**config.mk**
```make
export PLATFORM = sky130hd
export DESIGN_NAME = keyed_counter_table_flat
export DESIGN_NICKNAME = d
export VERILOG_FILES = /design/src/rtl/core/kct_pkg.sv /design/src/rtl/core/kct_req_if.sv /design/src/rtl/core/kct_rsp_if.sv /design/src/rtl/core/keyed_counter_table.sv /design/src/rtl/core/kct_ram.sv /design/src/rtl/core/kct_update.sv /design/src/flat_wrapper.sv
export SDC_FILE = /design/constraint.sdc
export NUM_CORES = 2
export LEC_CHECK = 0
export ABC_AREA = 1
export ABC_CLOCK_PERIOD_IN_PS = 10300
export BUFFER_PORTS_ARGS = -buffer_cell sky130_fd_sc_hd__buf_2
export CAP_MARGIN = 20
export CORE_ASPECT_RATIO = 0.9
export CORE_MARGIN = 5
export CORE_UTILIZATION = 32
export CTS_CLUSTER_SIZE = 28
export DETAILED_ROUTE_END_ITERATION = 16
export PLACE_DENSITY_LB_ADDON = 0.12
export SLEW_MARGIN = 20
export SYNTH_ARGS = -nofsm -noshare
export SYNTH_HDL_FRONTEND = slang
export SYNTH_SLANG_ARGS = --single-unit
```
**constraint.sdc**
```tcl
create_clock -name clk -period 10.3 [get_ports clk]
set_clock_uncertainty 0.1 [all_clocks]
set_input_delay 2.575 -clock clk [delete_from_list [all_inputs] [get_ports clk]]
set_output_delay 2.575 -clock clk [all_outputs]
set_load 0.01 [all_outputs]
```
**src/rtl/core/kct_pkg.sv**
```systemverilog
// kct_pkg: types, widths and opcodes shared by the keyed counter table.
// No dependencies; compile first.
package kct_pkg;

	localparam int ENTRIES    = 256;
	localparam int COUNT_BITS = 16;
	localparam int ID_BITS    = $clog2(ENTRIES);

	// fixed beat field widths
	localparam int OPC_W = 3;
	localparam int EID_W = 8;
	localparam int AMT_W = 16;
	localparam int CNT_W = 16;

	localparam int WIDE_W = (COUNT_BITS > AMT_W) ? COUNT_BITS : AMT_W;

	typedef logic [COUNT_BITS-1:0] cnt_t;
	typedef logic [ID_BITS-1:0]    idx_t;

	localparam cnt_t CNT_MAX = '1;

	typedef enum logic [OPC_W-1:0] {
		OP_QUERY = 3'd0,
		OP_INIT  = 3'd1,
		OP_SET   = 3'd2,
		OP_INC   = 3'd3,
		OP_DEC   = 3'd4,
		OP_RESET = 3'd5
	} op_t;

	typedef struct packed {
		op_t              op;
		logic             in_range;
		logic             present;
		cnt_t             cnt;
		logic [AMT_W-1:0] amount;
		logic             invalidate;
	} upd_in_t;

	typedef struct packed {
		logic             wr_en;
		logic             set_present;
		cnt_t             new_cnt;
		logic             entry_valid;
		logic [CNT_W-1:0] count_value;
		logic             notify;
		logic             notify_invalidate;
	} upd_out_t;

endpackage

```
**src/rtl/core/kct_req_if.sv**
```systemverilog
// kct_req_if: request channel (valid/ready plus request payload).
// Depends on kct_pkg.
interface kct_req_if;
	import kct_pkg::*;

	logic             valid;
	logic             ready;
	logic [OPC_W-1:0] opcode;
	logic [EID_W-1:0] entry_id;
	logic [AMT_W-1:0] amount;
	logic             invalidate;

	modport source(output valid, opcode, entry_id, amount, invalidate, input ready);
	modport sink(input valid, opcode, entry_id, amount, invalidate, output ready);
endinterface

```
**src/rtl/core/kct_rsp_if.sv**
```systemverilog
// kct_rsp_if: response channel (valid/ready plus result payload).
// Depends on kct_pkg.
interface kct_rsp_if;
	import kct_pkg::*;

	logic             valid;
	logic             ready;
	logic             entry_valid;
	logic [CNT_W-1:0] count_value;
	logic             notify;
	logic             notify_invalidate;

	modport source(output valid, entry_valid, count_value, notify, notify_invalidate,
		input ready);
	modport sink(input valid, entry_valid, count_value, notify, notify_invalidate,
		output ready);
endinterface

```
**src/rtl/core/keyed_counter_table.sv**
```systemverilog
// Keyed counter table: 256 saturating 16-bit counters selected by entry_id,
// each guarded by a valid bit that reset clears; counts live in one RAM
// (kct_ram) and are read, updated and written back once per request beat.
// Throughput is one request per cycle while the response side takes beats;
// a request passes through the registered RAM read and then the update into
// the response register. A write to the entry read in the same cycle is
// forwarded. No clearing pass after reset.
// Depends on kct_pkg, kct_req_if, kct_rsp_if, kct_ram and kct_update.
module keyed_counter_table (
	input  logic clk,
	input  logic arst_n,
	kct_req_if.sink   req,
	kct_rsp_if.source rsp
);
	import kct_pkg::*;

	logic [ENTRIES-1:0] present_q;

	logic             s1_valid;
	op_t              op_s1;
	idx_t             id_s1;
	logic             in_range_s1;
	logic [AMT_W-1:0] amt_s1;
	logic             inval_s1;
	logic             fwd_hit_s1;
	cnt_t             fwd_data_s1;

	logic             out_valid_q;
	logic             entry_valid_q;
	logic [CNT_W-1:0] count_value_q;
	logic             notify_q;
	logic             notify_inval_q;

	logic     s1_fire;
	logic     accept;
	idx_t     req_idx;
	cnt_t     rdata;
	upd_in_t  upd_in;
	upd_out_t upd_out;

	assign s1_fire   = s1_valid && (!out_valid_q || rsp.ready);
	assign req.ready = !s1_valid || s1_fire;
	assign accept    = req.valid && req.ready;
	assign req_idx   = ID_BITS'(req.entry_id);

	kct_ram #(
		.WIDTH(COUNT_BITS),
		.DEPTH(ENTRIES)
	) u_cnt_ram (
		.clk  (clk),
		.we   (s1_fire && upd_out.wr_en),
		.waddr(id_s1),
		.wdata(upd_out.new_cnt),
		.re   (accept),
		.raddr(req_idx),
		.rdata(rdata)
	);

	always_comb begin
		upd_in.op         = op_s1;
		upd_in.in_range   = in_range_s1;
		upd_in.present    = present_q[id_s1];
		upd_in.cnt        = fwd_hit_s1 ? fwd_data_s1 : rdata;
		upd_in.amount     = amt_s1;
		upd_in.invalidate = inval_s1;
	end

	kct_update u_update (
		.upd_i(upd_in),
		.upd_o(upd_out)
	);

	always_ff @(posedge clk or negedge arst_n) begin
		if (!arst_n) begin
			present_q   <= '0;
			s1_valid    <= 1'b0;
			out_valid_q <= 1'b0;
		end else begin
			if (s1_fire && upd_out.set_present) begin
				present_q[id_s1] <= 1'b1;
			end
			if (accept) begin
				s1_valid <= 1'b1;
			end else if (s1_fire) begin
				s1_valid <= 1'b0;
			end
			if (s1_fire) begin
				out_valid_q <= 1'b1;
			end else if (rsp.ready) begin
				out_valid_q <= 1'b0;
			end
		end
	end

	always_ff @(posedge clk) begin
		if (accept) begin
			op_s1       <= op_t'(req.opcode);
			id_s1       <= req_idx;
			in_range_s1 <= 32'(req.entry_id) < ENTRIES;
			amt_s1      <= req.amount;
			inval_s1    <= req.invalidate;
			fwd_hit_s1  <= s1_fire && upd_out.wr_en && (id_s1 == req_idx);
			fwd_data_s1 <= upd_out.new_cnt;
		end
		if (s1_fire) begin
			entry_valid_q  <= upd_out.entry_valid;
			count_value_q  <= upd_out.count_value;
			notify_q       <= upd_out.notify;
			notify_inval_q <= upd_out.notify_invalidate;
		end
	end

	assign rsp.valid             = out_valid_q;
	assign rsp.entry_valid       = entry_valid_q;
	assign rsp.count_value       = count_value_q;
	assign rsp.notify            = notify_q;
	assign rsp.notify_invalidate = notify_inval_q;

	a_write_only_valid: assert property (@(posedge clk) disable iff (!arst_n)
		s1_fire && upd_out.wr_en |-> upd_out.set_present || present_q[id_s1])
		else $error("count written to an entry that is not valid");

	a_init_sets_valid: assert property (@(posedge clk) disable iff (!arst_n)
		s1_fire && upd_out.set_present |=> present_q[$past(id_s1)])
		else $error("init did not mark entry valid");

	a_notify_needs_valid: assert property (@(posedge clk) disable iff (!arst_n)
		s1_fire && upd_out.notify |-> upd_out.entry_valid && upd_out.wr_en)
		else $error("notification on an absent entry");

	a_absent_reads_zero: assert property (@(posedge clk) disable iff (!arst_n)
		out_valid_q && !entry_valid_q |-> count_value_q == '0 && !notify_q)
		else $error("absent entry returned nonzero count or notification");
endmodule

```
**src/rtl/core/kct_ram.sv**
```systemverilog
// kct_ram: generic single-write, single-read synchronous RAM, registered read.
// No dependencies.
module kct_ram #(
	parameter int WIDTH = 16,
	parameter int DEPTH = 256
) (
	input  logic                     clk,
	input  logic                     we,
	input  logic [$clog2(DEPTH)-1:0] waddr,
	input  logic [WIDTH-1:0]         wdata,
	input  logic                     re,
	input  logic [$clog2(DEPTH)-1:0] raddr,
	output logic [WIDTH-1:0]         rdata
);
	logic [WIDTH-1:0] mem_q [DEPTH];

	always_ff @(posedge clk) begin
		if (we) begin
			mem_q[waddr] <= wdata;
		end
		if (re) begin
			rdata <= mem_q[raddr];
		end
	end
endmodule

```
**src/rtl/core/kct_update.sv**
```systemverilog
// kct_update: modify step of the read-modify-write; opcode decode,
// saturating add/subtract and notification. Depends on kct_pkg.
module kct_update (
	input  kct_pkg::upd_in_t  upd_i,
	output kct_pkg::upd_out_t upd_o
);
	import kct_pkg::*;

	logic [WIDE_W-1:0]   amt_wide;
	cnt_t                amt;
	logic [COUNT_BITS:0] sum;
	cnt_t                c;
	logic                ntf;
	logic                wr;
	logic                setp;
	logic                vld;

	always_comb begin
		amt_wide = WIDE_W'(upd_i.amount);
		amt      = (amt_wide > WIDE_W'(CNT_MAX)) ? CNT_MAX : COUNT_BITS'(amt_wide);
		sum      = {1'b0, upd_i.cnt} + {1'b0, amt};
		c        = upd_i.cnt;
		ntf      = 1'b0;
		wr       = 1'b0;
		setp     = 1'b0;
		vld      = 1'b0;
		if (upd_i.in_range && upd_i.op == OP_INIT) begin
			c    = '0;
			wr   = 1'b1;
			setp = 1'b1;
			vld  = 1'b1;
		end else if (upd_i.in_range && upd_i.present) begin
			wr  = 1'b1;
			vld = 1'b1;
			unique case (upd_i.op)
				OP_SET: begin
					if (upd_i.cnt != amt) begin
						c   = amt;
						ntf = 1'b1;
					end
				end
				OP_INC: begin
					c   = sum[COUNT_BITS] ? CNT_MAX : sum[COUNT_BITS-1:0];
					ntf = amt != '0;
				end
				OP_DEC: begin
					c   = (amt > upd_i.cnt) ? '0 : upd_i.cnt - amt;
					ntf = amt != '0;
				end
				OP_RESET: begin
					if (upd_i.cnt != '0) begin
						c   = '0;
						ntf = upd_i.invalidate;
					end
				end
				default: begin
					c = upd_i.cnt;
				end
			endcase
		end
	end

	always_comb begin
		upd_o.wr_en             = wr;
		upd_o.set_present       = setp;
		upd_o.new_cnt           = c;
		upd_o.entry_valid       = vld;
		upd_o.count_value       = vld ? CNT_W'(WIDE_W'(c)) : '0;
		upd_o.notify            = ntf;
		upd_o.notify_invalidate = ntf & upd_i.invalidate;
	end
endmodule
```
**src/flat_wrapper.sv**
```systemverilog
// flat-port wrapper written by rule: the top's interface ports become plain ports
module keyed_counter_table_flat import kct_pkg::*;
  (clk, arst_n, req_valid, req_opcode, req_entry_id, req_amount, req_invalidate, req_ready, rsp_valid, rsp_entry_valid, rsp_count_value, rsp_notify, rsp_notify_invalidate, rsp_ready);
  kct_req_if req_i ();
  kct_rsp_if rsp_i ();
  input  logic clk;
  input  logic arst_n;
  input wire logic [$bits(req_i.valid)-1:0] req_valid;
  input wire logic [$bits(req_i.opcode)-1:0] req_opcode;
  input wire logic [$bits(req_i.entry_id)-1:0] req_entry_id;
  input wire logic [$bits(req_i.amount)-1:0] req_amount;
  input wire logic [$bits(req_i.invalidate)-1:0] req_invalidate;
  output wire logic [$bits(req_i.ready)-1:0] req_ready;
  output wire logic [$bits(rsp_i.valid)-1:0] rsp_valid;
  output wire logic [$bits(rsp_i.entry_valid)-1:0] rsp_entry_valid;
  output wire logic [$bits(rsp_i.count_value)-1:0] rsp_count_value;
  output wire logic [$bits(rsp_i.notify)-1:0] rsp_notify;
  output wire logic [$bits(rsp_i.notify_invalidate)-1:0] rsp_notify_invalidate;
  input wire logic [$bits(rsp_i.ready)-1:0] rsp_ready;
  assign req_i.valid = req_valid;
  assign req_i.opcode = req_opcode;
  assign req_i.entry_id = req_entry_id;
  assign req_i.amount = req_amount;
  assign req_i.invalidate = req_invalidate;
  assign req_ready = req_i.ready;
  assign rsp_valid = rsp_i.valid;
  assign rsp_entry_valid = rsp_i.entry_valid;
  assign rsp_count_value = rsp_i.count_value;
  assign rsp_notify = rsp_i.notify;
  assign rsp_notify_invalidate = rsp_i.notify_invalidate;
  assign rsp_i.ready = rsp_ready;
  keyed_counter_table u_core (.clk(clk), .arst_n(arst_n), .req(req_i), .rsp(rsp_i));
endmodule
```
==> impl_metrics.toml <==
[synth]
synthDistinctLibCells = 40
synth_seq_cells = 4434
postSynthAreaPerCell_um2 = 12.0
async_flop_share = 0.0582
seq_area_frac_synth = 0.735
ys.flop_type = "edfxtp_1"
syn-num-nets = 15000
synthCells = 14900
synth_edf_count = 4176
yosys_warnings = 0
synthesis.area_mm2 = 0.179

[outcome]
status = "finished, final reports clean"

[floorplan]
core-area_mm2 = 0.560
start_util = 0.320
die-area_mm2 = 0.576
fp.dieW_um = 799
io_pins = 53
std_cell_rows = 261
die_y_um = 721

[clock_tree]
cts_root_buf = "clkbuf_16"
htree_levels = 5
cts_sinks = 4434
holdBufCountCts = 0
numCtsBuffers = 473
cts_tree = "built"
cts_resized = 0
insertion_delay_ns = 1.06
cts.path.max_buffers = 4
clkTransAtPathRegs_ns = 0.06
cts_setup_buffers = 0

[worst_setup_path]
startpoint = "u_core.id_s1[1]$_DFFE_PP_"
crit_arrival_ns = 7.69
reg2reg_depth = 23
start_kind = "flop"
endpoint_kind = "flop"
regToRegStartpoint = "u_core.id_s1[1]$_DFFE_PP_"
crit_required_ns = 10.90
crit_fanout = 116
crit_type = "reg -> reg"

[drt]
ant_nets = 0
via_count = 120000
route.detailed.drc = 0
viasPerCell = 5.32
wl_um = 636000
firstDrtPassIters = 5
detail_route.wl_per_cell_um = 28.1
first_iter_violations = 13200

[timing]
setup-tns-final_ns = 0
max_freq_mhz = 141
fin_crit_sh = 0.688
hold_viol_final = 0
slew_headroom = 0.166
min_period_ns = 7.09
setup_viol = 0
tightest_slew_ns = 1.25
drv_slew = 0
rsz0062_at_grt = "false"

[final_layout]
most-common-layout-cells = "4176 x edfxtp_1, 2328 x nor2_1, 2204 x o21ai_0"
layout-drive-gt1-share = 0.0863
final_nets = 14800
syn_to_final_growth_pct = 14.1
final_common_cell = "edfxtp_1"
final_area_mm2 = 0.205
stdcell_count = 22700

[grt]
grt_overflow = 0
grt_pass1_wl_um = 895000
grt_pass1_vias = 113000
track_usage = 0.213
antenna_found_initial = 38
grt_max_degree = 192

[power_and_ir_drop]
ir_drop_uv = 151
power_density_mw_per_mm2 = 205
finalPower_w = 0.0421
p_leak_nw = 67.6

[worst_hold_path]
hold_start = "u_core.present_q[92]$_DFFE_PN0P_"
holdPathStages = 2
hold_path.class = "reg -> reg"

[job]
drv_cap = 0

[placement]
gp_congestion = 0.848
place_area_mm2 = 0.190
dpl.cell_count = 21800
numPortBuffers = 52
hpwl_um = 366000
-- per-stage QoR --
| step | worst slack (ns) | hold slack, ns | utilization |
|---|---|---|---|
| 4_1_cts | 3.34 | 0.354 | 0.365 |
| 3_3_place_gp | 3.09 | 0.334 | 0.338 |
| 2_1_floorplan | 0.115 | 0.324 | - |
| 3_5_place_dp | 3.14 | 0.341 | 0.338 |
| 6_report | 3.21 | 0.352 | 0.365 |
| 5_1_grt | 2.99 | 0.364 | 0.365 |
-- Yosys cell counts, types with 2 or more instances --
| master | number | area share |
|---|---|---|
| edfxtp_1 | 4176 | 0.70 |
| nor2_1 | 2537 | 0.053 |
| o21ai_0 | 2204 | 0.061 |
| nand2_1 | 1922 | 0.040 |
| o22ai_1 | 1024 | 0.036 |
| nand3_1 | 1015 | 0.028 |
| clkbuf_1 | 792 | 0.017 |
| dfrtp_1 | 258 | 0.036 |
| inv_1 | 249 | 0.0052 |
| o21bai_1 | 154 | 0.0064 |
| buf_1 | 131 | 0.0027 |
| buf_2 | 100 | 0.0028 |
| o21ai_1 | 79 | 0.0022 |
| a21oi_1 | 68 | 0.0019 |
| ha_1 | 40 | 0.0028 |
| buf_4 | 32 | 0.0013 |
| nand4_1 | 21 | 0.00073 |
| xor2_1 | 18 | 0.00088 |
| or2_1 | 16 | 0.00056 |
| o211ai_1 | 10 | 0.00042 |
| inv_2 | 8 | 0.00017 |
| nor3_1 | 8 | 0.00022 |
| nor4_1 | 8 | 0.00028 |
| o2111ai_1 | 6 | 0.00029 |
| a211oi_1 | 4 | 0.00017 |
| nand2_2 | 3 | 0.00010 |
| a31oi_1 | 2 | 0.000070 |
| fa_1 | 2 | 0.00022 |
| o21a_1 | 2 | 0.000084 |
| xnor2_1 | 2 | 0.000098 |
-- layer usage --
| metal | routed length, µm | GRT usage | vias up |
|---|---|---|---|
| met5 | 47 | 0 | - |
| met3 | 39700 | 0.0305 | 780 |
| li1 | - | - | 53800 |
| met4 | 16900 | 0.0526 | 8 |
| met2 | 280000 | 0.320 | 3766 |
| met1 | 300000 | 0.324 | 62000 |
-- path summary, 6_finish.rpt --
kind	end	slack, ns
setup / recovery	u_core.u_cnt_ram.mem_q[70][11]$_DFFE_PP_	3.21
hold / removal	u_core.present_q[92]$_DFFE_PN0P_	0.35
setup reg to reg	u_core.u_cnt_ram.mem_q[70][11]$_DFFE_PP_	3.21
hold reg to reg	u_core.present_q[92]$_DFFE_PN0P_	0.35
max in group asynchronous	u_core.present_q[63]$_DFFE_PN0P_	7.38
min in group asynchronous	u_core.rsp.valid$_DFFE_PN0P_	1.37
-- final cells by class --
| cell class | instances | area (µm²) |
|---|---|---|
| Tap cell | 7495 | 9380 |
| Fill cell | 54900 | 356000 |
| Clock inverter | 233 | 2110 |
| Inverter | 258 | 1010 |
| Clock buffer | 622 | 12800 |
| Antenna cell | 11 | 27.5 |
| Timing Repair Buffer | 444 | 4230 |
| Multi-Input combinational cell | 9153 | 43400 |
| Sequential cell | 4434 | 132000 |
-- report_power, final --
| group | internal (W) | switching [W] |
|---|---|---|
| sequential | 0.0208 | 0.0000402 |
| combinational | 0.000748 | 0.00364 |
| clock | 0.00947 | 0.00732 |
-- critical path, cell delays in order, from the launching register on --
cell      delay [ns]
edfxtp_1        0.32
buf_4           0.32
buf_4           0.69
nand2_2         0.67
nor2_1          0.25
nor2_1          0.08
nand2_1         0.09
nand2_1         0.07
nand2_1         0.09
nor2_1          0.05
nor2_1          0.11
nor2_1          0.06
nand2_1         0.13
nand2_1         0.08
nand2_1         0.21
inv_1           0.07
nand2_1         0.15
buf_4           0.32
nand2_1         0.24
nand2_1         0.13
nand2_1         0.09
nor2_4          0.72
buf_4           0.74
buf_12          0.45
-- registers in the layout, summed over array words and instances (netlist names) --
signal,cells
u_core.fwd_hit_s1,1
u_core.s1_valid,1
u_core.rsp.count_value,16
u_core.fwd_data_s1,16
u_core.rsp.entry_valid,1
u_core.rsp.valid,1
u_core.u_cnt_ram.mem_q,4096
u_core.amt_s1,16
u_core.present_q,256
u_core.op_s1,3
u_core.id_s1,8
u_core.rsp.notify_invalidate,1
u_core.inval_s1,1
u_core.rsp.notify,1
u_core.u_cnt_ram.rdata,16
-- cells by family (layout without fill, tap and decap cells) --
kind of cell / count (synthesis) / count (layout) / synth area share
compound gates: 3556 / 3556 / 0.109
xor+xnor: 20 / 20 / 0.000976
fa+ha+maj: 42 / 42 / 0.00301
buf+inv: 1314 / 1557 / 0.0289
flops: 4434 / 4434 / 0.735
other cells: 0 / 11 / 0
simple gates: 5535 / 5535 / 0.124
Note: power is estimated with default switching activity, not from simulation.
